**src/hw/rtl/msap_pkg.sv**
```systemverilog
`timescale 1ns / 1ps
// Shared types, constants and the angle-to-width function of the servo pulse generator.
// No dependencies.
package msap_pkg;

    localparam int PINS_W    = 8;
    localparam int CHAN_W    = 8;
    localparam int ANGLE_W   = 8;
    localparam int BASE_W    = 8;
    localparam int GAP_W     = 12;
    localparam int COUNT_W   = 12;
    localparam int PWIDTH_W  = 8;
    localparam int CFG_IDX_W = 2;
    localparam int CFG_DATA_W = 12;

    // Slots in the width phase of each frame.
    localparam logic [COUNT_W-1:0] WIDTH_SLOTS = 12'd200;

    // Reset values of the configuration registers.
    localparam logic [BASE_W-1:0] BASE_HIGH_RESET = 8'd50;
    localparam logic [GAP_W-1:0]  GAP_RESET       = 12'd1749;

    // Configuration register indexes.
    localparam logic [CFG_IDX_W-1:0] REG_BASE_HIGH = 2'd0;
    localparam logic [CFG_IDX_W-1:0] REG_GAP       = 2'd1;

    // Command codes.
    localparam logic CMD_TICK = 1'b0;
    localparam logic CMD_SET  = 1'b1;

    // Status codes.
    localparam logic STATUS_OK      = 1'b0;
    localparam logic STATUS_BAD_CHAN = 1'b1;

    // Angle limits for an enabled channel.
    localparam logic signed [ANGLE_W-1:0] ANGLE_MAX = 8'sd90;
    localparam logic signed [ANGLE_W-1:0] ANGLE_MIN = -8'sd90;

    typedef enum logic [1:0] {
        PH_BASE  = 2'd0,
        PH_WIDTH = 2'd1,
        PH_GAP   = 2'd2
    } phase_t;

    typedef struct packed {
        phase_t             phase;
        logic [COUNT_W-1:0] count;
    } frame_t;

    // floor((8*ang + 900) / 9) for ang in -90..90. The numerator is 180..1620;
    // multiply by ceil(2^16/9) and drop 16 bits, exact over that range.
    localparam logic [12:0] RECIP_9 = 13'd7282;

    function automatic logic [PWIDTH_W-1:0] angle_width(input logic signed [ANGLE_W-1:0] ang);
        logic signed [11:0] num_s;
        logic [10:0]        num;
        logic [23:0]        prod;
        num_s = ({{4{ang[ANGLE_W-1]}}, ang} <<< 3) + 12'sd900;
        num   = num_s[10:0];
        prod  = 24'(num) * 24'(RECIP_9);
        return prod[23:16];
    endfunction

endpackage

```
**src/hw/rtl/msap_in_if.sv**
```systemverilog
`timescale 1ns / 1ps
// Command channel of the servo pulse generator: valid/ready plus one command item.
// Depends on msap_pkg.
interface msap_in_if;
    logic                          valid;
    logic                          ready;
    logic                          cmd;
    logic [msap_pkg::CHAN_W-1:0]   channel;
    logic signed [msap_pkg::ANGLE_W-1:0] angle;

    modport source (output valid, output cmd, output channel, output angle, input ready);
    modport sink   (input valid, input cmd, input channel, input angle, output ready);
endinterface

```
**src/hw/rtl/msap_out_if.sv**
```systemverilog
`timescale 1ns / 1ps
// Result channel of the servo pulse generator: valid/ready plus one result item.
// Depends on msap_pkg.
interface msap_out_if;
    logic                         valid;
    logic                         ready;
    logic [msap_pkg::PINS_W-1:0]  pins;
    logic                         status;

    modport source (output valid, output pins, output status, input ready);
    modport sink   (input valid, input pins, input status, output ready);
endinterface

```
**src/hw/rtl/multichannel_servo_angle_pwm.sv**
```systemverilog
`timescale 1ns / 1ps
// Top level of the multichannel RC servo pulse generator.
// Depends on msap_pkg, msap_in_if, msap_out_if and msap_frame.
//
//  port   dir   handshake     payload
//  -----  ----  ------------  ---------------------------------------
//  req    in    valid/ready   cmd[0], channel[7:0], angle[7:0] signed
//  rsp    out   valid/ready   pins[7:0], status[0]
//  cfg    in    cfg_we        cfg_index[1:0], cfg_data[11:0]
//
// One item per cycle while the output is not stalled: each command is handled in the cycle
// it is taken and its result lands in the output register on that edge.
// req.ready drops only while a result sits in the output register and rsp.ready
// is low, so a stall holds everything with no item lost.
// Reset clears the frame to the start of base high, disables all channels and
// loads base_high_ticks = 50, gap_ticks = 1749. No clearing pass is needed.
module multichannel_servo_angle_pwm #(
    parameter int CHANNELS = 8
) (
    input  logic                               clk,
    input  logic                               rst_n,
    input  logic                               cfg_we,
    input  logic [msap_pkg::CFG_IDX_W-1:0]     cfg_index,
    input  logic [msap_pkg::CFG_DATA_W-1:0]    cfg_data,
    msap_in_if.sink                            req,
    msap_out_if.source                         rsp
);
    import msap_pkg::*;

    localparam int CH_IDX_W = (CHANNELS > 1) ? $clog2(CHANNELS) : 1;
    localparam logic [PINS_W-1:0] CH_MASK = PINS_W'((9'd1 << CHANNELS) - 9'd1);

    // Configuration registers
    logic [BASE_W-1:0] base_high_reg;
    logic [GAP_W-1:0]  gap_reg;

    // Channel state
    logic [CHANNELS-1:0] enable_mask_reg, enable_mask_next;
    logic [PWIDTH_W-1:0] pulse_width_reg [CHANNELS];
    logic [PWIDTH_W-1:0] pulse_width_next [CHANNELS];

    // Output register
    logic              rsp_valid_reg;
    logic [PINS_W-1:0] rsp_pins_reg, rsp_pins_next;
    logic              rsp_status_reg, rsp_status_next;

    logic              accept;
    logic              tick;
    frame_t            frame;
    logic [CHANNELS-1:0] width_hit;
    logic [CHANNELS-1:0] width_nz;
    logic              chan_ok;
    logic              angle_ok;
    logic [CH_IDX_W-1:0] ch_idx;
    logic [PWIDTH_W-1:0] new_width;

    // Ready whenever the output register is free or is being emptied.
    assign req.ready = !rsp_valid_reg || rsp.ready;
    assign accept    = req.valid && req.ready;
    assign tick      = accept && (req.cmd == CMD_TICK);

    msap_frame u_frame (
        .clk             (clk),
        .rst_n           (rst_n),
        .tick            (tick),
        .base_high_ticks (base_high_reg),
        .gap_ticks       (gap_reg),
        .frame           (frame)
    );

    // Width phase: each channel stays high while the slot index is below its width.
    always_comb
    begin
        for (int n = 0; n < CHANNELS; n++)
        begin
            width_hit[n] = frame.count < COUNT_W'(pulse_width_reg[n]);
            width_nz[n]  = pulse_width_reg[n] != '0;
        end
    end

    assign chan_ok   = {1'b0, req.channel} < (CHAN_W+1)'(CHANNELS);
    assign angle_ok  = (req.angle <= ANGLE_MAX) && (req.angle >= ANGLE_MIN);
    assign ch_idx    = req.channel[CH_IDX_W-1:0];
    assign new_width = angle_width(req.angle);

    always_comb
    begin
        enable_mask_next = enable_mask_reg;
        pulse_width_next = pulse_width_reg;
        rsp_pins_next    = '0;
        rsp_status_next  = STATUS_OK;
        unique case (req.cmd)
            CMD_TICK:
            begin
                unique case (frame.phase)
                    PH_BASE:  rsp_pins_next = PINS_W'(enable_mask_reg);
                    PH_WIDTH: rsp_pins_next = PINS_W'(width_hit);
                    PH_GAP:   rsp_pins_next = '0;
                    default:  rsp_pins_next = '0;
                endcase
            end
            CMD_SET:
            begin
                if (!chan_ok)
                    rsp_status_next = STATUS_BAD_CHAN;
                else if (angle_ok)
                begin
                    enable_mask_next[ch_idx] = 1'b1;
                    pulse_width_next[ch_idx] = new_width;
                end
                else
                begin
                    // Out-of-range angle turns the channel off.
                    enable_mask_next[ch_idx] = 1'b0;
                    pulse_width_next[ch_idx] = '0;
                end
            end
            default:
            begin
                rsp_status_next = STATUS_OK;
            end
        endcase
    end

    // Config registers; unknown indexes are dropped.
    always_ff @(posedge clk or negedge rst_n)
    begin
        if (!rst_n)
        begin
            base_high_reg <= BASE_HIGH_RESET;
            gap_reg       <= GAP_RESET;
        end
        else if (cfg_we)
        begin
            if (cfg_index == REG_BASE_HIGH)
                base_high_reg <= cfg_data[BASE_W-1:0];
            else if (cfg_index == REG_GAP)
                gap_reg <= cfg_data[GAP_W-1:0];
        end
    end

    always_ff @(posedge clk or negedge rst_n)
    begin
        if (!rst_n)
        begin
            enable_mask_reg <= '0;
            for (int n = 0; n < CHANNELS; n++)
                pulse_width_reg[n] <= '0;
        end
        else if (accept)
        begin
            enable_mask_reg <= enable_mask_next;
            pulse_width_reg <= pulse_width_next;
        end
    end

    always_ff @(posedge clk or negedge rst_n)
    begin
        if (!rst_n)
            rsp_valid_reg <= 1'b0;
        else if (accept)
            rsp_valid_reg <= 1'b1;
        else if (rsp.ready)
            rsp_valid_reg <= 1'b0;
    end

    always_ff @(posedge clk)
    begin
        if (accept)
        begin
            rsp_pins_reg   <= rsp_pins_next;
            rsp_status_reg <= rsp_status_next;
        end
    end

    assign rsp.valid  = rsp_valid_reg;
    assign rsp.pins   = rsp_pins_reg;
    assign rsp.status = rsp_status_reg;

`ifndef SYNTHESIS
    // An error result never drives a pin.
    a_status_no_pins: assert property (@(posedge clk) disable iff (!rst_n)
        rsp.valid && (rsp.status == STATUS_BAD_CHAN) |-> rsp.pins == '0)
        else $error("error result with pins driven");

    // Slot index stays inside the width phase.
    a_slot_range: assert property (@(posedge clk) disable iff (!rst_n)
        frame.phase == PH_WIDTH |-> frame.count < WIDTH_SLOTS)
        else $error("slot index past width phase");

    // A channel is enabled exactly when it holds a nonzero width.
    a_enable_width: assert property (@(posedge clk) disable iff (!rst_n)
        enable_mask_reg == width_nz)
        else $error("enable mask and widths disagree");

    // Pins of channels that do not exist stay low.
    a_unused_pins: assert property (@(posedge clk) disable iff (!rst_n)
        rsp.valid |-> (rsp.pins & ~CH_MASK) == '0)
        else $error("unused channel pin driven");
`endif

endmodule

```
**src/hw/rtl/msap_frame.sv**
```systemverilog
`timescale 1ns / 1ps
// Frame sequencer: phase and tick count through base-high, width and gap phases.
// Depends on msap_pkg.
module msap_frame (
    input  logic                          clk,
    input  logic                          rst_n,
    input  logic                          tick,
    input  logic [msap_pkg::BASE_W-1:0]   base_high_ticks,
    input  logic [msap_pkg::GAP_W-1:0]    gap_ticks,
    output msap_pkg::frame_t              frame
);
    import msap_pkg::*;

    phase_t             phase_reg, phase_next;
    logic [COUNT_W-1:0] count_reg, count_next;
    logic [COUNT_W-1:0] len;
    logic               done;

    // A zero length ends the phase on the first tick, same as one.
    always_comb
    begin
        unique case (phase_reg)
            PH_BASE:  len = COUNT_W'(base_high_ticks);
            PH_WIDTH: len = WIDTH_SLOTS;
            PH_GAP:   len = COUNT_W'(gap_ticks);
            default:  len = '0;
        endcase
        done = ({1'b0, count_reg} + (COUNT_W+1)'(1)) >= {1'b0, len};
    end

    always_comb
    begin
        phase_next = phase_reg;
        count_next = count_reg;
        if (tick)
        begin
            unique case (phase_reg)
                PH_BASE:  phase_next = done ? PH_WIDTH : PH_BASE;
                PH_WIDTH: phase_next = done ? PH_GAP : PH_WIDTH;
                PH_GAP:   phase_next = done ? PH_BASE : PH_GAP;
                default:  phase_next = PH_BASE;
            endcase
            if (done || (phase_reg != PH_BASE && phase_reg != PH_WIDTH && phase_reg != PH_GAP))
                count_next = '0;
            else
                count_next = count_reg + COUNT_W'(1);
        end
    end

    always_ff @(posedge clk or negedge rst_n)
    begin
        if (!rst_n)
        begin
            phase_reg <= PH_BASE;
            count_reg <= '0;
        end
        else
        begin
            phase_reg <= phase_next;
            count_reg <= count_next;
        end
    end

    assign frame.phase = phase_reg;
    assign frame.count = count_reg;

endmodule

```
**src/flat_wrapper.sv**
```systemverilog
// flat-port wrapper written by rule: the top's interface ports become plain ports
module multichannel_servo_angle_pwm_flat import msap_pkg::*;
#(
    parameter int CHANNELS = 8
)
  (clk, rst_n, cfg_we, cfg_index, cfg_data, req_valid, req_cmd, req_channel, req_angle, req_ready, rsp_valid, rsp_pins, rsp_status, rsp_ready);
  msap_in_if req_i ();
  msap_out_if rsp_i ();
  input  logic clk;
  input  logic rst_n;
  input  logic cfg_we;
  input  logic [msap_pkg::CFG_IDX_W-1:0] cfg_index;
  input  logic [msap_pkg::CFG_DATA_W-1:0] cfg_data;
  input wire logic [$bits(req_i.valid)-1:0] req_valid;
  input wire logic [$bits(req_i.cmd)-1:0] req_cmd;
  input wire logic [$bits(req_i.channel)-1:0] req_channel;
  input wire logic [$bits(req_i.angle)-1:0] req_angle;
  output wire logic [$bits(req_i.ready)-1:0] req_ready;
  output wire logic [$bits(rsp_i.valid)-1:0] rsp_valid;
  output wire logic [$bits(rsp_i.pins)-1:0] rsp_pins;
  output wire logic [$bits(rsp_i.status)-1:0] rsp_status;
  input wire logic [$bits(rsp_i.ready)-1:0] rsp_ready;
  assign req_i.valid = req_valid;
  assign req_i.cmd = req_cmd;
  assign req_i.channel = req_channel;
  assign req_i.angle = req_angle;
  assign req_ready = req_i.ready;
  assign rsp_valid = rsp_i.valid;
  assign rsp_pins = rsp_i.pins;
  assign rsp_status = rsp_i.status;
  assign rsp_i.ready = rsp_ready;
  multichannel_servo_angle_pwm #(.CHANNELS(CHANNELS)) u_core (.clk(clk), .rst_n(rst_n), .cfg_we(cfg_we), .cfg_index(cfg_index), .cfg_data(cfg_data), .req(req_i), .rsp(rsp_i));
endmodule
```
**config.mk**
```make
export PLATFORM = sky130hd
export DESIGN_NAME = multichannel_servo_angle_pwm_flat
export DESIGN_NICKNAME = d
export VERILOG_FILES = /design/src/hw/rtl/msap_pkg.sv /design/src/hw/rtl/msap_in_if.sv /design/src/hw/rtl/msap_out_if.sv /design/src/hw/rtl/multichannel_servo_angle_pwm.sv /design/src/hw/rtl/msap_frame.sv /design/src/flat_wrapper.sv
export SDC_FILE = /design/constraint.sdc
export NUM_CORES = 1
export LEC_CHECK = 0
export BUFFER_PORTS_ARGS = -buffer_cell sky130_fd_sc_hd__buf_2
export CAP_MARGIN = 20
export CORE_ASPECT_RATIO = 0.75
export CORE_UTILIZATION = 43
export CTS_CLUSTER_SIZE = 40
export DETAILED_ROUTE_END_ITERATION = 8
export PLACE_DENSITY = 0.62
export SLEW_MARGIN = 10
export SYNTH_ARGS = -nofsm -noshare
export SYNTH_HDL_FRONTEND = slang
export SYNTH_SLANG_ARGS = --single-unit
```
**constraint.sdc**
```tcl
create_clock -name clk -period 4.4 [get_ports clk]
set_input_delay 1.32 -clock clk [delete_from_list [all_inputs] [get_ports clk]]
set_output_delay 1.32 -clock clk [all_outputs]
set_load 0.005 [all_outputs]
```
==> Word level (Yosys, flattened, before mapping) <==
Index checks and enable logic that the tools add are counted.
{ "word_totals": {"reg_bits": 116} }
{ "op_classes": {"add_sub_neg": 3, "multipliers": 1, "order_cmp": 16, "eq_ne": 5, "muxes": 17, "bitwise_logic": 8, "n_reduce_logical": 17} }
{ "op_table": {"columns": ["operator", "count"], "rows": [
  ["12-bit by 8-bit < comparator with 1-bit output", 8],
  ["64-bit AND", 1],
  ["64-bit bitwise mux", 1],
  ["64-bit 2-to-1 mux", 1],
  ["64-bit inverter", 1],
  ["12-bit case mux with 3 select lines", 1],
  ["8-bit demux with 3-bit select", 1],
  ["11-bit by 12-bit multiplier with 23-bit output, second input constant", 1],
  ["8-bit 2-to-1 mux", 2],
  ["8-bit case mux with 2 select lines", 1],
  ["12-bit by 1-bit adder with 13-bit output, second input constant", 1],
  ["13-bit by 12-bit >= comparator with 1-bit output", 1],
  ["12-bit by 1-bit adder with 12-bit output, second input constant", 1],
  ["12-bit 2-to-1 mux", 1],
  ["11-bit adder, second input constant", 1],
  ["8-bit AND", 1],
  ["8-bit >= comparator, second input constant", 1],
  ["8-bit <= comparator, second input constant", 1],
  ["8-bit by 4-bit < comparator with 1-bit output, second input constant", 1],
  ["8-bit inverter", 1],
  ["8-bit OR", 1],
  ["1-bit logical AND", 7],
  ["2-bit case mux with 3 select lines", 1],
  ["3-bit AND reduction", 2],
  ["other kinds (18)", 28]
]} }

==> Longest topological paths before layout <==
Gate-level depths: netlist (run 1).
{ "logic_depth": {"ltp_word": 8, "depth_mapped": 19, "mapped_depth_nobuf": 19} }

==> Hierarchy <==
From an unflattened synthesis (run 1), not the netlist that was laid out.
{ "hier_totals": {"cells_unflattened": 888, "hier_area_um2": 8670.8} }
{ "by_module_without_submodules": {"columns": ["mod", "instances", "cells_per_inst", "area_each_um2"], "rows": [
  ["multichannel_servo_angle_pwm", 1, 740, 7409.6],
  ["msap_frame", 1, 148, 1261.2]
]} }

==> Least setup slack after synthesis (run 1) <==
OpenSTA, ideal clock, no wires.
{ "synth_timing": {"path_type": "input -> register", "from": "in req_angle[4]", "to": "reg u_core.pulse_width_reg[14] (netlist name)", "setup_ns": 0.135, "arrival_ns": 5.825, "t_required_ns": 4.265, "path_slack_ns": -1.560, "path_stages": 19, "n_path_buf": 0, "cell_sequence": "inv_1 -> ha_1 -> xor2_1 -> inv_1 -> fa_1 -> ha_1 -> inv_1 -> fa_1 -> inv_1 -> fa_1 -> ha_1 -> ha_1 -> a21o_1 -> a21oi_1 -> o31ai_1 -> a31o_2 -> o22ai_1 -> xor2_2 -> o21ai_0"} }
{ "synth_via": {"elab_chain_cells": 4} }
{ "synth_lines": {"columns": ["item", "line", "rtl"], "rows": [
  ["from (decl)", "flat_wrapper.sv:17", "input wire logic [$bits(req_i.angle)-1:0] req_angle;"],
  ["11-bit adder", "msap_pkg.sv:58", "num_s = ({{4{ang[ANGLE_W-1]}}, ang} <<< 3) + 12'sd900;"],
  ["11-bit by 12-bit multiplier with 23-bit output", "msap_pkg.sv:60", "prod = 24'(num) * 24'(RECIP_9);"],
  ["64-bit bitwise mux", "multichannel_servo_angle_pwm.sv:109", "pulse_width_next[ch_idx] = new_width;"],
  ["64-bit 2-to-1 mux (*)", "multichannel_servo_angle_pwm.sv:106", "else if (angle_ok)"],
  ["to (signal assigned)", "multichannel_servo_angle_pwm.sv:153", "pulse_width_reg <= pulse_width_next;"],
  ["to (decl)", "multichannel_servo_angle_pwm.sv:39", "logic [PWIDTH_W-1:0] pulse_width_reg [CHANNELS];"]
]} }
Every way passes the cells marked *; elsewhere a longest branch is shown, timed or not.
A chain may end at the register's enable or synchronous reset.

==> Worst setup path in the final report (run 1) <==
{ "layout_timing": {"from": "in req_angle[4]", "to": "reg u_core.pulse_width_reg[22] (netlist name)"} }
Same word-level chain as after synthesis.

==> run_results.csv, run 1 <==
group,metric,value,unit
sta,min_period_over_period,120,%
global_routing,grt_first_pass_wirelength,32600,µm
yosys,yosysTopAreaCell,"dfrtp_1",
outcome,status,"finished, violations left",
sta,fmax,0.189,GHz
job,maxCapViolCount,0,
yosys,synth_compound_area_share,13.9,%
finish,instances_no_fill,1245,
setup_path,crit_end,"u_core.pulse_width_reg[22]$_DFFE_PN0P_",
routing,via_count,6392,
floorplan,initial_core_util,44.4,%
yosys,ys_seq_area_share,35.7,%
setup_path,r2r_cells,12,
setup_path,start_kind,"primary input",
setup_path,crit_required,4.70,ns
cts,clkTransAtPathRegs,0.06,ns
floorplan,die_area,19800,µm²
floorplan,row_count,43,
routing,wl_per_cell,16.0,µm
placed_design,dp_cells,1207,
floorplan,die_h,122,µm
setup_path,cp.depth,22,
sta,setup_viol,64,
cts,cts_buffers,17,
cts,clock_path_buffers,2,
placed_design,dp_hpwl,14700,µm
finish,fin_nets,1177,
setup_path,critPathCaptureType,"flip-flop",
setup_path,critPathArrivalTime,5.59,ns
yosys,synth_xor_xnor_area_share,2.52,%
sta,finalMaxSlewViolations,0,
finish,drive_gt1_share,28.4,%
global_routing,grt_pass1_vias,6276,
routing,wl_met1,10500,µm
yosys,ys.flop_type,"dfrtp_1",
floorplan,io_pins,47,
setup_path,crit_type,"in -> reg",
floorplan,die_w,162,µm
yosys,synthTopCellsByCount,"ha_1, nand2_1, inv_1",
placed_design,port-buffer-count,46,
sta,timing.hold.ws,0.475,ns
sta,finalCriticalPeriod,5.29,ns
setup_path,worst_path_largest_cell_delay,0.56,ns
finish,largest_register_ffs,64,
cts,cts_sinks,116,
finish,final_util,56.1,%
global_routing,grt_start_max_net_pins,56,
setup_path,cp_max_fo,8,
global_routing,grt.total_usage,21.5,%
yosys,syn_avg_cell_area,9.52,µm²
setup_path,cp_slowest_cell,"fa_2",
routing,vias_per_cell,5.13,
placed_design,place.gp.congestion,0.841,
sta,rsz0062_at_grt,"yes",
outcome,violations,"setup timing",
sta,tns,-52.12,ns
yosys,synth-seq-cells,116,
yosys,synth_edf_count,9,
routing,wl_met3,702,µm
routing,top_layer,"met4",
yosys,synthMuxAreaShare,3.46,%
cts,cts_root_buf,"clkbuf_16",
floorplan,core_area,18700,µm²
routing,wl,19900,µm
setup_path,path_buf_inv,7,
sta,final.setup.worst_slack,-0.889,ns
sta,tightest_slew,0.878,ns
routing,drc,0,
yosys,synth_top_family_by_area,"adder cells",
setup_path,crit_path_start,"req_angle[4]",
global_routing,antenna_found_initial,0,
power,power_density,583,nW/µm²
yosys,synthTopCellsByArea,"dfrtp_1, ha_1, nand2_1, inv_1, fa_1",
yosys,synth_top_area_share,29.3,%
setup_path,critical_path.cell_chain,"buf_12, clkinvlp_4, ha_4, xor2_4, inv_2, fa_1, ha_1, inv_2, fa_1, inv_2, fa_2, ha_4, ha_4, a21o_1, a21oi_4, buf_6, o31ai_4, a31o_2, o22ai_2, xor2_2, buf_12, o21ai_1",
sta,slew_headroom,41.1,%
routing,drtIter0Drc,421,
setup_path,reg2reg_to,"u_core.u_frame.count_reg[0]$_DFFE_PN0P_",
cts,clk_latency,0.42,ns
finish,area_growth,26.4,%
global_routing,overflow,0,
routing,ant_nets,0,
finish,num_antenna_cells,0,
sta,finalClockSkew,0.0114,ns
setup_path,cp_top_family,"adder cells",
power,peakVddDrop,0.000365,V
yosys,yosysMostFrequentCell,"ha_1",
cts,htreeDepth,4,
yosys,yosys.area_share.simple,12.8,%
cts,cts_tree,"built",
setup_path,reg2reg_from,"u_core.u_frame.count_reg[4]$_DFFE_PN0P_",
power,power.leakage,5.10,nW
hold_path,hold_path.class,"reg -> reg",
yosys,synthCells,871,
yosys,synth_nets,1063,
yosys,synthAdderAreaFrac,25.4,%
yosys,mappedNetlistArea,8290,µm²
yosys,synth_cell_types,56,
yosys,yosysWarnings,0,
sta,hold_violations,0,
power,p_total,0.00611,W
routing,route.met2.wl,8450,µm
routing,drt_first_pass_iters,5,
setup_path,regToRegSetupSlack,0.71,ns
yosys,async_flop_share,92.2,%
cell families after synthesis:
kind of cell	Yosys count
multiplexers	26
buffers and inverters	135
AO/OA/AOI/OAI	187
adder cells (fa/ha/maj)	156
flip-flops	116
XOR/XNOR	23
AND/OR/NAND/NOR	228
placed cells by master (no fill, tap or decap), types with 8 or more instances in the layout:
cell       synthesis  layout
a211oi_1           8       8
a21o_1            38      38
a21oi_1           30      27
buf_2              5      43
buf_4              0      65
clkbuf_16          0      17
dfrtp_1           97      97
dfstp_2           10      10
edfxtp_1           9       9
fa_1              21      18
ha_1             135     124
ha_4               0      11
inv_1            116     109
mux2_2            21      21
nand2_1          119     115
nand2b_1          14      14
nand3_1           27      25
nor2_1            23      22
nor2b_1            8       8
o21ai_0           81      22
o21ai_1            5      19
o21ai_2            2      47
xnor2_1           13      10
area by class of cell:
class / instances / area, µm²
fill: 1650 / 8190
multi-input combinational: 620 / 5370
sequential: 116 / 2960
timing repair buffer: 114 / 806
inverter: 116 / 442
clock buffer: 18 / 429
tap: 247 / 309
clock inverter: 14 / 160
metrics by stage:
step | cell area [µm²] | setup WS [ns]
3_5_place_dp | 9470 | -1.47
2_1_floorplan | 8500 | -1.11
4_1_cts | 10200 | -0.900
3_3_place_gp | 9470 | -1.40
5_1_grt | 10500 | -1.03
6_report | 10500 | -0.889
routing by layer:
| layer | vias to the layer above | global-route usage, % |
|---|---|---|
| li1 | 3197 | - |
| met1 | 3066 | 32.5 |
| met2 | 104 | 31.8 |
| met3 | 25 | 3.31 |
| met4 | 0 | 5.66 |
| met5 | - | 0 |
worst min-delay path, stage by stage (launching register included):
cell and delay [ns]:
dfrtp_1 0.33, nand2_1 0.06, o21ai_2 0.05
what timing repair did:
action	4_1_cts	5_1_grt
resized for setup	56	51
hold buffers	0	0
endpoints found under the setup margin	64	64
setup buffers	3	3
pin swaps	28	24
report_power, final:
part / leakage [nW] / switching, W / internal [W]
combinational: 3.31 / 0.00186 / 0.00151
clock: 0.278 / 0.000526 / 0.000885
sequential: 1.51 / 0.000127 / 0.00120
worst min path at each step:
stage	start	to	slack (ns)	depth (start not counted)
floorplan	flip-flop	flip-flop	0.45	2
global placement	u_core.pulse_width_reg[17]$_DFFE_PN0P_	u_core.pulse_width_reg[17]$_DFFE_PN0P_	0.46	2
detailed placement	flip-flop	flip-flop	0.47	2
CTS	u_core.pulse_width_reg[30]$_DFFE_PN0P_	u_core.pulse_width_reg[30]$_DFFE_PN0P_	0.48	2
global route	flip-flop	flip-flop	0.49	2
finish	u_core.pulse_width_reg[10]$_DFFE_PN0P_	u_core.pulse_width_reg[10]$_DFFE_PN0P_	0.47	2
(Power assumes the default switching activity.)
==> run 2: changes to the inputs <==
==> constraint.sdc (replaced) <==
create_clock -name clk -period 5.2 [get_ports clk]
set_input_delay 1.56 -clock clk [delete_from_list [all_inputs] [get_ports clk]]
set_output_delay 1.56 -clock clk [all_outputs]
set_load 0.005 [all_outputs]
==> run_results.csv, run 2 (synthesis gave the netlist of run 1 again) <==
group,metric,value,unit
placed_design,pre_cts_ws,-0.989,ns
floorplan,die_h,122,µm
power,peakVddDrop,0.000267,V
floorplan,die_area,19800,µm²
placed_design,place.gp.congestion,0.847,
hold_path,hold_end,"u_core.pulse_width_reg[13]$_DFFE_PN0P_",
routing,drtIter0Drc,376,
setup_path,crit_required,5.48,ns
finish,instances_no_fill,1246,
setup_path,reg2reg_from,"u_core.u_frame.count_reg[2]$_DFFE_PN0P_",
finish,drive_gt1_share,27.0,%
finish,fill_cells,1676,
global_routing,overflow,0,
routing,wl,19900,µm
setup_path,critPathArrivalTime,5.85,ns
global_routing,grt_start_max_net_pins,64,
finish,final_util,55.6,%
placed_design,dp_cells,1205,
cts,clkTransAtPathRegs,0.06,ns
power,pwr-share-seq,22.9,%
finish,layout_common_cells,"ha_1, nand2_1, inv_1",
sta,finalCriticalPeriod,5.57,ns
global_routing,grt.total_usage,21.6,%
power,swShare,40.6,%
cts,cts_tree,"built",
sta,setup_viol,64,
sta,fmax,0.180,GHz
sta,timing.hold.ws,0.472,ns
sta,min_period_over_period,107,%
finish,layout_commonest_cell,"ha_1",
floorplan,core_area,18700,µm²
floorplan,initial_core_util,44.4,%
power,clockPowerShare,23.6,%
setup_path,cp_max_fo,8,
finish,num_antenna_cells,0,
setup_path,critical_path.cell_chain,"buf_12, clkinvlp_4, ha_4, xor2_4, inv_2, fa_1, ha_1, inv_2, fa_1, inv_2, fa_2, ha_4, ha_4, a21o_1, a21oi_4, buf_4, o31ai_4, a31o_2, o22ai_2, xor2_2, buf_12, o21ai_1",
setup_path,start_kind,"primary input",
routing,wl_per_cell,16.0,µm
setup_path,regToRegSetupSlack,1.11,ns
cts,cts_sinks,116,
setup_path,critPathCaptureType,"flip-flop",
routing,vias_per_cell,5.12,
routing,drc,0,
floorplan,die_w,162,µm
routing,via_count,6382,
routing,ant_nets,0,
outcome,violations,"setup timing",
global_routing,antenna_found_initial,0,
cts,clock_path_buffers,2,
hold_path,hold_path.class,"reg -> reg",
sta,finalMaxSlewViolations,0,
setup_path,worst_path_largest_cell_delay,0.57,ns
hold_path,worstHoldPathCells,2,
sta,final.setup.worst_slack,-0.366,ns
job,maxCapViolCount,0,
setup_path,crit_path_start,"req_angle[4]",
setup_path,r2r_cells,13,
finish,fin_nets,1178,
sta,hold_violations,0,
outcome,status,"finished, violations left",
cts,cts_root_buf,"clkbuf_16",
global_routing,grt_pass1_vias,6438,
power,p_total,0.00492,W
power,p_sw,0.00199,W
sta,slew_headroom,37.7,%
cts,clk_latency,0.41,ns
floorplan,io_pins,47,
cts,htreeDepth,4,
finish,area_growth,25.1,%
setup_path,crit_type,"in -> reg",
global_routing,grt_first_pass_wirelength,33100,µm
power,power.leakage,5.04,nW
power,p_int,0.00292,W
sta,rsz0062_at_grt,"yes",
sta,finalClockSkew,0.0113,ns
floorplan,row_count,43,
sta,tightest_slew,0.930,ns
placed_design,port-buffer-count,46,
cts,cts_buffers,17,
power,p_comb_share,53.6,%
placed_design,dp_hpwl,14900,µm
finish,largest_register_ffs,64,
routing,drt_first_pass_iters,5,
power,power_density,474,nW/µm²
cts,hold_buffers,0,
hold_path,hold_start,"u_core.pulse_width_reg[13]$_DFFE_PN0P_",
setup_path,reg2reg_to,"u_core.u_frame.count_reg[0]$_DFFE_PN0P_",
setup_path,cp_slowest_cell,"fa_2",
## run 2: cell types whose count changed in the layout (fill, tap and decap cells not counted), moves of 2 or more
cell | previous run | this run
xnor2_2 | 3 | 1
xor2_1 | 5 | 7
clkinv_1 | 2 | 0
nand2_2 | 2 | 5
o21ai_2 | 47 | 36
nand2_4 | 3 | 0
o21ai_1 | 19 | 29
xnor2_1 | 10 | 12
## run 2: power by group through the flow
stage          Clock, W  Combinational, W  Sequential [W]
6_report        0.00116           0.00263         0.00112
4_1_cts         0.00117           0.00248         0.00112
2_1_floorplan         0           0.00154         0.00109
3_3_place_gp          0           0.00234         0.00113
3_5_place_dp          0           0.00238         0.00114
5_1_grt         0.00122           0.00290         0.00114
## run 2: critical path, delay by kind of cell
kind / cells / cell delay, ns
AOI/OAI and AO/OA: 6 / 0.85
xor gates and xnor gates: 2 / 0.37
adders and majority gates: 7 / 2.43
buffers and inverters: 7 / 0.65
## run 2: worst max-delay path by stage
| stage | slack, ns | to | depth (start not counted) |
|---|---|---|---|
| 2_1_floorplan | -0.55 | u_core.pulse_width_reg[14]$_DFFE_PN0P_ | 19 |
| 4_1_cts | -0.37 | u_core.pulse_width_reg[22]$_DFFE_PN0P_ | 22 |
| 3_3_place_gp | -0.89 | u_core.pulse_width_reg[43]$_DFFE_PN0P_ | 19 |
| 3_5_place_dp | -0.99 | u_core.pulse_width_reg[35]$_DFFE_PN0P_ | 19 |
| 5_1_grt | -0.53 | u_core.pulse_width_reg[14]$_DFFE_PN0P_ | 22 |
| 6_report | -0.37 | u_core.pulse_width_reg[62]$_DFFE_PN0P_ | 22 |
## run 2: timing repair
item | 4_1_cts | 5_1_grt
setup buffers | 3 | 6
pin swaps | 29 | 11
gates resized for setup | 38 | 50
gates cloned | 0 | 0
setup endpoints to repair | 64 | 64
## run 2: cell type report
type	instances	area (µm²)	share of cell area [%]
clock buffers	20	447	4.31
clock inverters	12	130	1.25
inverters	116	442	4.26
multi-input cells	620	5260	50.7
flip-flops and latches	116	2960	28.5
well taps	247	309	2.98
repair buffers	115	827	7.97
## run 2: per-layer routing
metal | GRT usage (%) | vias to the layer above | wire [µm]
met5 | 0 | - | 0
met4 | 5.54 | 0 | 165
met3 | 3.14 | 13 | 654
met2 | 33.4 | 124 | 8730
met1 | 31.7 | 3047 | 10400
li1 | - | 3198 | -
## run 2: stage by stage
stage	cell area (µm²)	setup TNS [ns]
4_1_cts	10100	-19.81
3_3_place_gp	9460	-51.61
3_5_place_dp	9460	-56.53
5_1_grt	10400	-30.17
6_report	10400	-19.31
2_1_floorplan	8500	-24.22
